`config.mk`:
```
export PLATFORM = sky130hd
export DESIGN_NAME = framed_image_upload_receiver_core
export DESIGN_NICKNAME = d
export VERILOG_FILES = /design/src/rtl/fiur_pkg.sv /design/src/rtl/fiur_crc.sv /design/src/rtl/fiur_front.sv /design/src/rtl/fiur_back.sv /design/src/rtl/framed_image_upload_receiver_core.sv
export VERILOG_INCLUDE_DIRS = /design/src /design/src/rtl
export SDC_FILE = /design/constraint.sdc
export NUM_CORES = 1
export LEC_CHECK = 0
export BUFFER_PORTS_ARGS = -buffer_cell sky130_fd_sc_hd__buf_2
export CAP_MARGIN = 30
export CORE_MARGIN = 8
export CORE_UTILIZATION = 35
export CTS_CLUSTER_DIAMETER = 60
export CTS_CLUSTER_SIZE = 8
export DETAILED_ROUTE_END_ITERATION = 6
export SLEW_MARGIN = 10
export SYNTH_ARGS = -nofsm -noshare
export SYNTH_HDL_FRONTEND = slang
export SYNTH_SLANG_ARGS = --single-unit
```
`constraint.sdc`:
```
create_clock -name clk -period 4.3 [get_ports clk]
set_input_delay 0.215 -clock clk [delete_from_list [all_inputs] [get_ports clk]]
set_output_delay 0.215 -clock clk [all_outputs]
set_load 0.01 [all_outputs]
```
`src/rtl/framed_image_upload_receiver_core_defines.svh`:
```
// Assertion macros for the framed image upload receiver.
// Included by the top level; no other dependencies.
`ifndef FRAMED_IMAGE_UPLOAD_RECEIVER_CORE_DEFINES_SVH
`define FRAMED_IMAGE_UPLOAD_RECEIVER_CORE_DEFINES_SVH

// Implication checked on every clock edge outside reset.
`define FIUR_ASSERT(label, ante, cons, msg) \
  label: assert property (@(posedge clk) disable iff (rst) (ante) |-> (cons)) \
    else $error(msg);

// Implication whose consequent is checked in the cycle after the antecedent.
`define FIUR_ASSERT_NEXT(label, ante, cons, msg) \
  label: assert property (@(posedge clk) disable iff (rst) (ante) |=> (cons)) \
    else $error(msg);

`endif

```
`src/rtl/fiur_pkg.sv`:
```
// Package for the framed image upload receiver: codes, types, reset values, CRC step.
// No dependencies.
package fiur_pkg;

  localparam int unsigned CHUNK_BYTES_DEF = 1024;

  typedef enum logic [1:0] {
    OP_ARM  = 2'd0,
    OP_BYTE = 2'd1,
    OP_TICK = 2'd2,
    OP_FAIL = 2'd3
  } op_t;

  typedef enum logic [2:0] {
    K_ACK   = 3'd0,
    K_NACK  = 3'd1,
    K_ERASE = 3'd2,
    K_WRITE = 3'd3,
    K_DONE  = 3'd4
  } kind_t;

  typedef enum logic [2:0] {
    ST_OK    = 3'd0,
    ST_START = 3'd1,
    ST_SIZE  = 3'd2,
    ST_RECV  = 3'd3,
    ST_CRC   = 3'd4
  } status_t;

  typedef enum logic [2:0] {
    PH_IDLE   = 3'd0,
    PH_START0 = 3'd1,
    PH_START1 = 3'd2,
    PH_LENGTH = 3'd3,
    PH_DATA   = 3'd4,
    PH_CHECK  = 3'd5
  } phase_t;

  typedef enum logic [2:0] {
    REG_FIRST  = 3'd0,
    REG_SECOND = 3'd1,
    REG_MAXLEN = 3'd2,
    REG_BASE   = 3'd3,
    REG_TO0    = 3'd4,
    REG_TOGRP  = 3'd5,
    REG_TOCHK  = 3'd6
  } reg_idx_t;

  localparam logic [31:0] CRC_POLY = 32'h04C11DB7;
  localparam logic [24:0] MAXLEN_RST = 25'd65536;
  localparam logic [31:0] BASE_RST = 32'd134250496;
  localparam logic [13:0] TO0_RST = 14'd5000;
  localparam logic [13:0] TOGRP_RST = 14'd2000;
  localparam logic [13:0] TOCHK_RST = 14'd10000;
  localparam logic [13:0] MS_SAT = 14'h3FFF;

  // One result item as it travels through the queue.
  typedef struct packed {
    kind_t       kind;
    logic [31:0] addr;
    logic [7:0]  data;
    status_t     status;
    logic        last;
  } result_t;

  // Up to three result slots for the results of one input item.
  typedef struct packed {
    logic [1:0] count;
    result_t    r0;
    result_t    r1;
    result_t    r2;
  } bundle_t;

  // Eight CRC bit steps (MSB first, no reflection).
  function automatic logic [31:0] crc_step8(input logic [31:0] c_in);
    logic [31:0] c;
    c = c_in;
    for (int i = 0; i < 8; i++) begin
      c = c[31] ? ((c << 1) ^ CRC_POLY) : (c << 1);
    end
    return c;
  endfunction

endpackage

```
`src/rtl/fiur_crc.sv`:
```
// CRC-32 unit: folds one 32-bit word eight bits per cycle.
// Depends on fiur_pkg.
module fiur_crc (
  input  logic        clk,
  input  logic        rst,
  input  logic        clear,
  input  logic        start,
  input  logic [31:0] word,
  output logic        busy,
  output logic [31:0] crc
);
  import fiur_pkg::*;

  logic [1:0]  step;
  logic [31:0] acc;

  assign busy = (step != 2'd0);
  assign crc  = acc;

  always_ff @(posedge clk) begin
    if (rst || clear) begin
      step <= 2'd0;
      acc  <= '1;
    end else if (start) begin
      acc  <= crc_step8(acc ^ word);
      step <= 2'd1;
    end else if (busy) begin
      acc  <= crc_step8(acc);
      step <= step + 2'd1;
    end
  end

endmodule

```
`src/rtl/fiur_front.sv`:
```
// Front part: takes input items, runs the transfer sequence, builds result bundles.
// Depends on fiur_pkg and fiur_crc.
module fiur_front #(
  parameter int unsigned CHUNK_BYTES = fiur_pkg::CHUNK_BYTES_DEF
) (
  input  logic              clk,
  input  logic              rst,
  input  logic              in_valid,
  output logic              in_ready,
  input  logic [1:0]        op,
  input  logic [7:0]        data_byte,
  input  logic              cfg_valid,
  input  logic [2:0]        cfg_index,
  input  logic [31:0]       cfg_data,
  output logic              bnd_valid,
  input  logic              bnd_ready,
  output fiur_pkg::bundle_t bnd
);
  import fiur_pkg::*;

  localparam int CW = $clog2(CHUNK_BYTES + 1);

  // configuration registers
  logic [7:0]  first_start_byte, second_start_byte;
  logic [24:0] max_image_length;
  logic [31:0] slot_base_address;
  logic [13:0] first_byte_timeout_ms, group_timeout_ms, data_timeout_ms;

  always_ff @(posedge clk) begin
    if (rst) begin
      first_start_byte      <= '0;
      second_start_byte     <= '0;
      max_image_length      <= MAXLEN_RST;
      slot_base_address     <= BASE_RST;
      first_byte_timeout_ms <= TO0_RST;
      group_timeout_ms      <= TOGRP_RST;
      data_timeout_ms       <= TOCHK_RST;
    end else if (cfg_valid) begin
      case (reg_idx_t'(cfg_index))
        REG_FIRST:  first_start_byte      <= cfg_data[7:0];
        REG_SECOND: second_start_byte     <= cfg_data[7:0];
        REG_MAXLEN: max_image_length      <= cfg_data[24:0];
        REG_BASE:   slot_base_address     <= cfg_data;
        REG_TO0:    first_byte_timeout_ms <= cfg_data[13:0];
        REG_TOGRP:  group_timeout_ms      <= cfg_data[13:0];
        REG_TOCHK:  data_timeout_ms       <= cfg_data[13:0];
        default: ;
      endcase
    end
  end

  // transfer state
  phase_t      phase, phase_next;
  logic [13:0] elapsed_ms, elapsed_ms_next;
  logic [1:0]  group_index, group_index_next;
  logic [31:0] length_shift, length_shift_next;
  logic [24:0] bytes_remaining, bytes_remaining_next;
  logic [CW-1:0] chunk_bytes_left, chunk_bytes_left_next;
  logic [24:0] write_offset, write_offset_next;
  logic [31:0] word_assembly, word_assembly_next;
  logic [31:0] received_check, received_check_next;
  logic        bnd_valid_next;
  bundle_t     bnd_next;

  // CRC unit
  logic        crc_clear, crc_start, crc_busy;
  logic [31:0] crc_word, crc_value;

  fiur_crc u_crc (
    .clk(clk), .rst(rst), .clear(crc_clear), .start(crc_start),
    .word(crc_word), .busy(crc_busy), .crc(crc_value)
  );

  // accept when bundle slot free and CRC not mid-word
  assign in_ready = (!bnd_valid || bnd_ready) && !crc_busy;
  logic take;
  assign take = in_valid && in_ready;

  function automatic result_t mk(input kind_t k, input logic [31:0] a,
                                 input logic [7:0] d, input status_t s);
    result_t r;
    r.kind = k; r.addr = a; r.data = d; r.status = s; r.last = 1'b0;
    return r;
  endfunction

  always_comb begin
    logic [24:0] chunk_full;
    logic [1:0]  gi1;
    logic [31:0] wa;
    logic [13:0] el1, limit;
    logic [1:0]  n;
    result_t     rs [3];

    chunk_full = 25'(CHUNK_BYTES);
    phase_next = phase;
    elapsed_ms_next = elapsed_ms;
    group_index_next = group_index;
    length_shift_next = length_shift;
    bytes_remaining_next = bytes_remaining;
    chunk_bytes_left_next = chunk_bytes_left;
    write_offset_next = write_offset;
    word_assembly_next = word_assembly;
    received_check_next = received_check;
    crc_clear = 1'b0;
    crc_start = 1'b0;
    crc_word = word_assembly;
    gi1 = group_index + 2'd1;
    wa = word_assembly;
    el1 = (elapsed_ms == MS_SAT) ? elapsed_ms : elapsed_ms + 14'd1;
    limit = group_timeout_ms;
    n = 2'd0;
    for (int i = 0; i < 3; i++) rs[i] = mk(K_ACK, '0, '0, ST_OK);

    if (take) begin
      case (op_t'(op))
        OP_ARM: begin
          phase_next = PH_START0;
          elapsed_ms_next = '0;
          group_index_next = '0;
          length_shift_next = '0;
          bytes_remaining_next = '0;
          chunk_bytes_left_next = '0;
          write_offset_next = '0;
          word_assembly_next = '1;
          received_check_next = '0;
          crc_clear = 1'b1;
        end
        OP_BYTE: begin
          case (phase)
            PH_START0: begin
              if (data_byte != first_start_byte) begin
                rs[0] = mk(K_DONE, '0, '0, ST_START); n = 2'd1; phase_next = PH_IDLE;
              end else begin
                phase_next = PH_START1; elapsed_ms_next = '0;
              end
            end
            PH_START1: begin
              if (data_byte != second_start_byte) begin
                rs[0] = mk(K_DONE, '0, '0, ST_START); n = 2'd1; phase_next = PH_IDLE;
              end else begin
                phase_next = PH_LENGTH; elapsed_ms_next = '0;
                group_index_next = '0; length_shift_next = '0;
              end
            end
            PH_LENGTH: begin
              length_shift_next = {data_byte, length_shift[31:8]};
              group_index_next = gi1;
              if (gi1 == 2'd0) begin
                rs[0] = mk(K_ACK, '0, '0, ST_OK);
                if (length_shift_next == '0 ||
                    length_shift_next > {7'd0, max_image_length}) begin
                  rs[1] = mk(K_DONE, '0, '0, ST_SIZE); n = 2'd2; phase_next = PH_IDLE;
                end else begin
                  rs[1] = mk(K_ERASE, '0, '0, ST_OK); n = 2'd2;
                  bytes_remaining_next = length_shift_next[24:0];
                  chunk_bytes_left_next = (length_shift_next[24:0] < chunk_full) ?
                    CW'(length_shift_next[24:0]) : CW'(CHUNK_BYTES);
                  write_offset_next = '0;
                  word_assembly_next = '1;
                  crc_clear = 1'b1;
                  elapsed_ms_next = '0;
                  phase_next = PH_DATA;
                end
              end
            end
            PH_DATA: begin
              rs[0] = mk(K_WRITE, slot_base_address + {7'd0, write_offset}, data_byte,
                         ST_OK);
              n = 2'd1;
              case (group_index)
                2'd0: wa[31:24] = data_byte;
                2'd1: wa[23:16] = data_byte;
                2'd2: wa[15:8]  = data_byte;
                default: wa[7:0] = data_byte;
              endcase
              write_offset_next = write_offset + 25'd1;
              bytes_remaining_next = bytes_remaining - 25'd1;
              chunk_bytes_left_next = chunk_bytes_left - CW'(1);
              group_index_next = gi1;
              word_assembly_next = wa;
              crc_word = wa;
              // a full word, or the padded tail of a chunk, goes to the CRC
              if (gi1 == 2'd0 || chunk_bytes_left_next == '0) begin
                crc_start = 1'b1;
                word_assembly_next = '1;
                group_index_next = '0;
              end
              if (chunk_bytes_left_next == '0) begin
                rs[1] = mk(K_ACK, '0, '0, ST_OK); n = 2'd2;
                elapsed_ms_next = '0;
                if (bytes_remaining_next == '0) begin
                  phase_next = PH_CHECK;
                  received_check_next = '0;
                end else begin
                  chunk_bytes_left_next = (bytes_remaining_next < chunk_full) ?
                    CW'(bytes_remaining_next) : CW'(CHUNK_BYTES);
                end
              end
            end
            PH_CHECK: begin
              received_check_next = {data_byte, received_check[31:8]};
              group_index_next = gi1;
              if (gi1 == 2'd0) begin
                rs[0] = mk(K_ACK, '0, '0, ST_OK);
                rs[1] = mk(K_DONE, '0, '0,
                           (crc_value == received_check_next) ? ST_OK : ST_CRC);
                n = 2'd2;
                phase_next = PH_IDLE;
              end
            end
            default: ;
          endcase
        end
        OP_TICK: begin
          if (phase != PH_IDLE) begin
            elapsed_ms_next = el1;
            if (phase == PH_START0) limit = first_byte_timeout_ms;
            else if (phase == PH_DATA) limit = data_timeout_ms;
            if (el1 >= limit) begin
              phase_next = PH_IDLE;
              if (phase == PH_START0 || phase == PH_START1) begin
                rs[0] = mk(K_DONE, '0, '0, ST_START); n = 2'd1;
              end else if (phase == PH_LENGTH) begin
                rs[0] = mk(K_DONE, '0, '0, ST_SIZE); n = 2'd1;
              end else begin
                rs[0] = mk(K_NACK, '0, '0, ST_OK);
                rs[1] = mk(K_DONE, '0, '0, ST_RECV); n = 2'd2;
              end
            end
          end
        end
        default: begin
          if (phase == PH_DATA || phase == PH_CHECK) begin
            rs[0] = mk(K_DONE, '0, '0, ST_RECV); n = 2'd1; phase_next = PH_IDLE;
          end
        end
      endcase
    end

    if (n != 2'd0) rs[n - 2'd1].last = 1'b1;
    bnd_next.count = n;
    bnd_next.r0 = rs[0];
    bnd_next.r1 = rs[1];
    bnd_next.r2 = rs[2];
    bnd_valid_next = bnd_valid && !bnd_ready;
    if (take && n != 2'd0) bnd_valid_next = 1'b1;
  end

  always_ff @(posedge clk) begin
    if (rst) begin
      phase <= PH_IDLE;
      elapsed_ms <= '0;
      group_index <= '0;
      length_shift <= '0;
      bytes_remaining <= '0;
      chunk_bytes_left <= '0;
      write_offset <= '0;
      word_assembly <= '1;
      received_check <= '0;
      bnd_valid <= 1'b0;
    end else begin
      phase <= phase_next;
      elapsed_ms <= elapsed_ms_next;
      group_index <= group_index_next;
      length_shift <= length_shift_next;
      bytes_remaining <= bytes_remaining_next;
      chunk_bytes_left <= chunk_bytes_left_next;
      write_offset <= write_offset_next;
      word_assembly <= word_assembly_next;
      received_check <= received_check_next;
      bnd_valid <= bnd_valid_next;
    end
  end

  always_ff @(posedge clk) begin
    if (take) bnd <= bnd_next;
  end

endmodule

```
`src/rtl/fiur_back.sv`:
```
// Back part: two-entry bundle queue and serializer onto the result stream.
// Depends on fiur_pkg.
module fiur_back (
  input  logic              clk,
  input  logic              rst,
  input  logic              bnd_valid,
  output logic              bnd_ready,
  input  fiur_pkg::bundle_t bnd,
  output logic              res_valid,
  input  logic              res_ready,
  output fiur_pkg::result_t res
);
  import fiur_pkg::*;

  bundle_t    q [2];
  logic       wp, rp;
  logic [1:0] fill;
  logic [1:0] idx;
  logic       pop, push;

  assign bnd_ready = (fill != 2'd2);
  assign push = bnd_valid && bnd_ready;
  assign res_valid = (fill != 2'd0);

  // pick the current result of the head bundle
  always_comb begin
    case (idx)
      2'd0:    res = q[rp].r0;
      2'd1:    res = q[rp].r1;
      default: res = q[rp].r2;
    endcase
  end

  assign pop = res_valid && res_ready && res.last;

  always_ff @(posedge clk) begin
    if (push) q[wp] <= bnd;
  end

  always_ff @(posedge clk) begin
    if (rst) begin
      wp <= 1'b0; rp <= 1'b0; fill <= '0; idx <= '0;
    end else begin
      if (push) wp <= ~wp;
      if (pop) begin
        rp <= ~rp; idx <= '0;
      end else if (res_valid && res_ready) begin
        idx <= idx + 2'd1;
      end
      fill <= fill + {1'b0, push} - {1'b0, pop};
    end
  end

endmodule

```
`src/rtl/framed_image_upload_receiver_core.sv`:
```
// Top level of the framed image upload receiver: ports, front and back parts, checks.
// Depends on fiur_pkg, fiur_front, fiur_back and the defines header.
//
// Takes arm, serial byte, millisecond tick and flash failure items and emits ACK, NACK,
// erase, flash byte write and finished results, up to two per item. An item is taken
// in any cycle where the result slot is free and the CRC unit is idle. A data byte that
// completes a word or ends a chunk starts the CRC unit, which folds eight bits a cycle,
// so the input is held off while the CRC unit is busy after that byte. Each result
// bundle is held in a two-entry queue and sent one result a beat; a stalled result
// stream backs up into the input once both queue entries and the result slot are full.
`include "framed_image_upload_receiver_core_defines.svh"
module framed_image_upload_receiver_core #(
  parameter int unsigned CHUNK_BYTES = fiur_pkg::CHUNK_BYTES_DEF
) (
  input  logic        clk,
  input  logic        rst,
  input  logic        s_axis_tvalid,
  output logic        s_axis_tready,
  input  logic [7:0]  s_axis_tdata,   // [7:0] data_byte
  input  logic [1:0]  s_axis_tuser,   // [1:0] op
  output logic        m_axis_tvalid,
  input  logic        m_axis_tready,
  output logic [47:0] m_axis_tdata,   // [31:0] flash_address, [39:32] flash_data, [42:40] status
  output logic [2:0]  m_axis_tuser,   // [2:0] result_kind
  output logic        m_axis_tlast,
  input  logic        cfg_valid,
  output logic        cfg_ready,
  input  logic [2:0]  cfg_index,
  input  logic [31:0] cfg_data
);
  import fiur_pkg::*;

  logic    bnd_valid, bnd_ready;
  bundle_t bnd;
  result_t res;

  assign cfg_ready = 1'b1;

  fiur_front #(.CHUNK_BYTES(CHUNK_BYTES)) u_front (
    .clk(clk), .rst(rst),
    .in_valid(s_axis_tvalid), .in_ready(s_axis_tready),
    .op(s_axis_tuser), .data_byte(s_axis_tdata),
    .cfg_valid(cfg_valid), .cfg_index(cfg_index), .cfg_data(cfg_data),
    .bnd_valid(bnd_valid), .bnd_ready(bnd_ready), .bnd(bnd)
  );

  fiur_back u_back (
    .clk(clk), .rst(rst),
    .bnd_valid(bnd_valid), .bnd_ready(bnd_ready), .bnd(bnd),
    .res_valid(m_axis_tvalid), .res_ready(m_axis_tready), .res(res)
  );

  assign m_axis_tdata = {5'd0, res.status, res.data, res.addr};
  assign m_axis_tuser = res.kind;
  assign m_axis_tlast = res.last;

  // checks
  `FIUR_ASSERT(a_bnd_nonempty, bnd_valid, bnd.count != 2'd0, "empty bundle queued")
  `FIUR_ASSERT(a_write_status, m_axis_tvalid && m_axis_tuser == K_WRITE,
    m_axis_tdata[42:40] == ST_OK, "flash write with status")
  `FIUR_ASSERT_NEXT(a_arm_silent,
    s_axis_tvalid && s_axis_tready && s_axis_tuser == OP_ARM && !bnd_valid,
    !bnd_valid, "arm produced a result")

endmodule
```
# [Word-level counts from Yosys, hierarchy flattened]
# Memories as Yosys holds them, arrays and structs flattened. A register that Yosys moved wholly into a read port is not among the register bits.
# Cells that the tools add are included.
[totals] ff_bits=475 ramBits=286 in_bits=50 output_inout_bits=55 memories=1
[memory_table] name="u_back.q" words=2 word_bits=143 read_ports=1 rd_ports_with_merged_regs=1 write_ports=1 line_no="fiur_back.sv:15" text="bundle_t q [2];"
[op_classes] addsub=11 magnitude_cmp=6 n_eq_ne=36 n_mux=134 n_bitwise=20 n_reduce_logical=50
[op_table] op="2-to-1 mux 47 bit" n=10
[op_table] op="2-to-1 mux 27 bit" n=16
[op_table] op="one-hot mux 32 bit (2 select lines)" n=6
[op_table] op="2-to-1 mux 32 bit" n=11
[op_table] op="2-to-1 mux 94 bit" n=3
[op_table] op="one-hot mux 47 bit (2 select lines)" n=3
[op_table] op="one-hot mux 47 bit (5 select lines)" n=1
[op_table] op="inverter 14 bit" n=16
[op_table] op="one-hot mux 25 bit (2 select lines)" n=4
[op_table] op="2-to-1 mux 14 bit" n=12
[op_table] op="bitwise mux 141 bit" n=1
[op_table] op="2-to-1 mux 141 bit" n=1
[op_table] op="one-hot mux 47 bit (3 select lines)" n=1
[op_table] op="2-to-1 mux 25 bit" n=4
[op_table] op="demux 47 bit (select 2 bit)" n=1
[op_table] op="2-to-1 mux 11 bit" n=6
[op_table] op="one-hot mux 14 bit (4 select lines)" n=1
[op_table] op="less-than comparator 25 x 11 -> 1 bit, second input constant" n=2
[op_table] op="one-hot mux 11 bit (2 select lines)" n=2
[op_table] op="one-hot mux 14 bit (3 select lines)" n=1
[op_table] op="adder 32 x 25 -> 32 bit" n=1
[op_table] op="== test 32 bit" n=1
[op_table] op="greater-than comparator 32 x 25 -> 1 bit" n=1
[op_table] op="logical NOT 32 bit" n=1
[op_table] op="other kinds (55)" n=151

# [Longest topological paths before layout]
[depth] word_depth=24 ltp_mapped=18

# [Modules after synthesis]
# Synthesis repeated with hierarchy kept, for this count alone.
[hier_totals] hier_cells=3222 area_unflattened_um2=32299.7
[modules_own_cells] module="fiur_front" n_inst=1 cells_per_inst=2255 area_per_inst_um2=18486.5 seq_area_each_um2=7176.9
[modules_own_cells] module="fiur_back" n_inst=1 cells_per_inst=596 area_per_inst_um2=10606.4 seq_area_each_um2=8608.3
[modules_own_cells] module="fiur_crc" n_inst=1 cells_per_inst=363 area_per_inst_um2=3154.3 seq_area_each_um2=680.7
[modules_own_cells] module="framed_image_upload_receiver_core" n_inst=1 cells_per_inst=8 area_per_inst_um2=52.6 seq_area_each_um2=0.0

# [Worst setup path before layout]
# No wires, ideal clock.
[synth_timing] kind="reg-to-reg" start="register u_front.u_crc.step[0]" end="register u_front.length_shift[13]" setup_ps=70 arrival_time_ps=3828 required_time_ps=4230 setup_slack_ps=401 path_stages_with_launch=13 path_buffers=4 cell_sequence="dfxtp_1 -> inv_1 -> ha_1 -> clkbuf_1 -> and2_0 -> nand2_1 -> inv_1 -> clkbuf_1 -> and2_1 -> clkbuf_1 -> clkbuf_1 -> nand3_1 -> a21oi_1"
[synth_via] elab_chain_cells=5
[synth_lines] element="start: declaration" line_no="fiur_crc.sv:14" text="logic [1:0] step;"
[synth_lines] element="start signal: assignment" line_no="fiur_crc.sv:29" text="step <= step + 2'd1;"
[synth_lines] element="nonzero test 2 bit" line_no="fiur_crc.sv:17" text="assign busy = (step != 2'd0);"
[synth_lines] element="logical NOT 1 bit" line_no="fiur_front.sv:75" text="assign in_ready = (!bnd_valid || bnd_ready) && !crc_busy;"
[synth_lines] element="logical AND 1 bit" line_no="fiur_front.sv:75"
[synth_lines] element="logical AND 1 bit" line_no="fiur_front.sv:77" text="assign take = in_valid && in_ready;"
[synth_lines] element="via u_front.take" line_no="fiur_front.sv:76" text="logic take;"
[synth_lines] element="AND reduction 4 bit (no source line)"
[synth_lines] element="end signal: assignment" line_no="fiur_front.sv:265" text="length_shift <= length_shift_next;"
[synth_lines] element="end: declaration" line_no="fiur_front.sv:56" text="logic [31:0] length_shift, length_shift_next;"
# The timed path passes the listed nets, and every way through them passes these cells.
# A chain may end at the register's enable or synchronous reset.

# [Worst setup path in the final report]
[layout_timing] start="register u_front.elapsed_ms[1]" end="register u_front.bnd[49] (netlist name)"
[layout_via] elab_chain_cells=12 elab_cells_between_ends=18 cone_classes="add/sub: 2; order compare: 1; eq/ne: 1; mux: 12; bitwise: 1; reduce/logical: 1"
[layout_lines] element="start: declaration" line_no="fiur_front.sv:54" text="logic [13:0] elapsed_ms, elapsed_ms_next;"
[layout_lines] element="start signal: assignment" line_no="fiur_front.sv:263" text="elapsed_ms <= elapsed_ms_next;"
[layout_lines] element="adder 14 x 1 -> 14 bit / == test 14 bit (equally long branches)" line_no="fiur_front.sv:109" text="el1 = (elapsed_ms == MS_SAT) ? elapsed_ms : elapsed_ms + 14'd1;"
[layout_lines] element="2-to-1 mux 14 bit (*)" line_no="fiur_front.sv:109"
[layout_lines] element="greater-or-equal comparator 14 bit (*)" line_no="fiur_front.sv:219" text="if (el1 >= limit) begin"
[layout_lines] element="2-to-1 mux 2 bit" line_no="fiur_front.sv:219"
[layout_lines] element="2-to-1 mux 2 bit" line_no="fiur_front.sv:215" text="if (phase != PH_IDLE) begin"
[layout_lines] element="one-hot mux 2 bit (3 select lines)" line_no="fiur_front.sv:115" text="case (op_t'(op))"
[layout_lines] element="2-to-1 mux 2 bit" line_no="fiur_front.sv:114" text="if (take) begin"
[layout_lines] element="subtractor 2 x 1 -> 2 bit" line_no="fiur_front.sv:240" text="if (n != 2'd0) rs[n - 2'd1].last = 1'b1;"
[layout_lines] element="inverter 2 -> 3 bit (not written as such)" line_no="fiur_front.sv:240"
[layout_lines] element="demux 47 bit (select 2 bit)" line_no="fiur_front.sv:240"
[layout_lines] element="bitwise mux 141 bit" line_no="fiur_front.sv:240"
[layout_lines] element="2-to-1 mux 141 bit (*)" line_no="fiur_front.sv:240"
# Mark *: on every way between the ends. The rest lies on a longest branch, timed or not.

==> reports/results.ini <==
[timing]
finalSetupViolations = 0
drv_slew = 0
period_minus_slack_ns = 4.05
layout_worst_path_cycle_share = 0.942
slew_headroom = 0.303
fmax_mhz = 247
hold_violations = 0
fin_skew_ns = 0.0226
fin_ws_ns = 0.249
worst_slew_pin_slew_ns = 1.05
rsz0062_at_grt = false
tns_ns = 0

[synthesis]
synth_top_area_share = 0.248
yosys-top-cells-area = dfxtp_1 (25%), edfxtp_1 (19%), nand2_1 (6.0%), xnor2_1 (5.5%), a21oi_1 (4.7%)
yosysSeqAreaShare = 0.435
synth_area_leader_cell = dfxtp_1
synth_edf_count = 159
synth_cell_types = 85
avgSynthCellArea_sq_um = 9.11
ys.flop_type = dfxtp_1
syn_area_sq_um = 25600
ys_seq_elements = 476
synth_cells = 2807
synth_warnings = 0
synthArstFlopShare = 0

[floorplan]
die_area_sq_um = 82000
pin_count = 105
initial_core_util = 0.352
placementRows = 99
die_height_um = 286
die-width_um = 286
core_sq_um = 72700

[place]
gp_congestion = 0.882
dpl.cell_count = 3743
hpwlAfterDp_mm = 50.9
port_buffers = 98
dpl_worst_slack_ns = 0.126

[route]
drc = 0
first_pass_iters = 6
vias = 20700
wl_met1_mm = 34.8
ant_nets = 0
totalWireLength_mm = 73.0
dr_wl_met2_mm = 31.2
via_per_inst = 5.32
wl_per_cell_um = 18.7
routed.top_layer = met5
drtIter0Drc = 1713
wl_met3_mm = 5.40

[setup_path]
worstPathArrival_ns = 4.40
crit_fanout = 6
slowest_stage = dfxtp_1
cpPeakStageDelay_ns = 0.42
cp-start-kind = flop
worstPathCellList = ha_1 > nand2_1 > nor4_2 > nand3_1 > and4_1 > nand3b_1 > xnor2_1 > ha_1 > a21o_1 > a21o_1 > a21oi_1 > nand2_1 > o21ai_1 > nand2b_1 > nor2_1 > and3_1 > o21bai_1
required_ns = 4.65
cp-end-kind = flop
crit_type = flop to flop

[status]
status = complete, no violations

[layout]
stdcell_count = 3899
drive_gt1_frac = 0.116
layout_commonest_cell = nand2_1
fin_nets = 3032
nFillCells = 7202
final_cell_mix = nand2_1 (410), dfxtp_1 (316), a21oi_1 (237), xnor2_1 (160), edfxtp_1 (159)
postLayoutCoreUtil = 0.408
area_growth_pct = 16.0

[clocking]
clkSlewWorstSetupHoldPaths_ns = 0.05
h-tree-depth = 3
numCtsBuffers = 72
cts-root-buf = clkbuf_16
cts_setup_buffers = 0
cts.sinks = 476
cts_tree = built
clock_path_buffers = 3
clk_latency_ns = 0.61

[global_route]
grt_pass1_wl_mm = 116
grt_overflow = 0
antenna_found_initial = 2
grt_pass1_vias = 20000
grt_max_degree = 187
global_route.usage.total = 0.176

[worst_hold_path]
min_path_type = input port to flop

[power]
power_density_nw_per_um2 = 371
p_total_uw = 11000
peakVddDrop_mv = 0.299
leakagePower_uw = 0.0108

[job]
drv_cap = 0

-- registers in the layout, indices dropped and copies added, names as in the netlist, 24 cells and up, named ones only --
signal	flops
u_front.word_assembly	32
u_front.bnd	53
u_front.slot_base_address	32
u_front.received_check	24
u_front.bytes_remaining	25
u_front.length_shift	24
u_back.q	106
u_front.max_image_length	25
u_front.write_offset	25
u_front.u_crc.crc	32
-- worst paths after layout --
check	start	cells after the start	slack, ns	to
setup / recovery	u_front.elapsed_ms[1]$_SDFFE_PP0P_	17	0.25	u_front.bnd[49]$_SDFFCE_PN0P_
setup reg to reg	u_front.elapsed_ms[1]$_SDFFE_PP0P_	17	0.25	u_front.bnd[49]$_SDFFCE_PN0P_
hold / removal	s_axis_tdata[4]	3	0.06	u_front.received_check[28]$_SDFFE_PP0P_
hold reg to reg	u_front.bnd[130]$_SDFFCE_PN0P_	0	0.44	u_back.q[1][130]$_DFFE_PP_
-- logic make-up (layout without fill, tap and decap cells) --
logic type / count (synthesis) / after routing / synth area share
flip-flops: 476 / 476 / 0.435
AO/OA/AOI/OAI: 613 / 613 / 0.155
adder cells (fa/ha/maj): 86 / 86 / 0.0423
other: 2 / 7 / 0.000294
multiplexers: 104 / 104 / 0.0414
XOR/XNOR: 270 / 270 / 0.0944
buffers and inverters: 263 / 391 / 0.0423
AND/OR/NAND/NOR: 993 / 993 / 0.189
-- power breakdown --
group | internal [uW] | total (uW) | switching [uW] | leakage, uW
logic | 255 | 730 | 475 | 0.00566
registers | 4720 | 4770 | 47.6 | 0.00408
clock network | 3440 | 5510 | 2070 | 0.00107
total | 8420 | 11000 | 2590 | 0.0108
-- synth_stat cells (all sizes together), types with 23 or more instances --
library cell / instances
nor2: 146
or3: 24
nand3: 116
nor3: 48
nand2b: 40
dfxtp: 317
inv: 76
o32a: 25
a31oi: 27
xor2: 106
buf: 32
o21ai: 88
edfxtp: 159
xnor2: 163
mux2i: 89
nand4: 37
a21oi: 260
ha: 84
and3: 25
clkbuf: 154
nor4: 23
nand2: 411
nor2b: 54
o211ai: 46
-- stage by stage --
step	cell area (sq um)	hold slack, ns
4_1_cts	29600	0.0173
3_5_place_dp	27100	0.429
2_1_floorplan	25600	0.339
3_3_place_gp	27000	0.422
5_1_grt	29700	0.0573
6_report	29700	0.0638
-- cell type report --
cell class / instances / area (sq um) / area share
multi-input cells: 2072 / 13500 / 0.454
repair buffers: 198 / 1390 / 0.0467
diodes: 1 / 2.50 / 0.0000843
flip-flops and latches: 476 / 11100 / 0.375
well taps: 959 / 1200 / 0.0404
clock buffers: 107 / 2040 / 0.0686
clock inverters: 9 / 171 / 0.00578
inverters: 77 / 289 / 0.00974
-- layer usage --
layer  global-route usage  up-vias
li1                     -    10100
met1                0.254     9819
met2                0.262      675
met3               0.0344      106
met4               0.0537        2
met5                    0        -
-- timing repair --
item / in CTS / in global routing
setup endpoints to repair: 0 / 9
hold buffers: 37 / 0
gates resized for setup: 0 / 4
endpoints found under the hold margin: 104 / 0
-- critical path: cells and delay by family, from the launching register on --
family / cells / cell delay, ns
flops: 1 / 0.42
xor+xnor: 1 / 0.15
compound gates: 5 / 1.01
simple gates: 9 / 1.72
fa+ha+maj: 2 / 0.47
(Power assumes the default switching activity.)
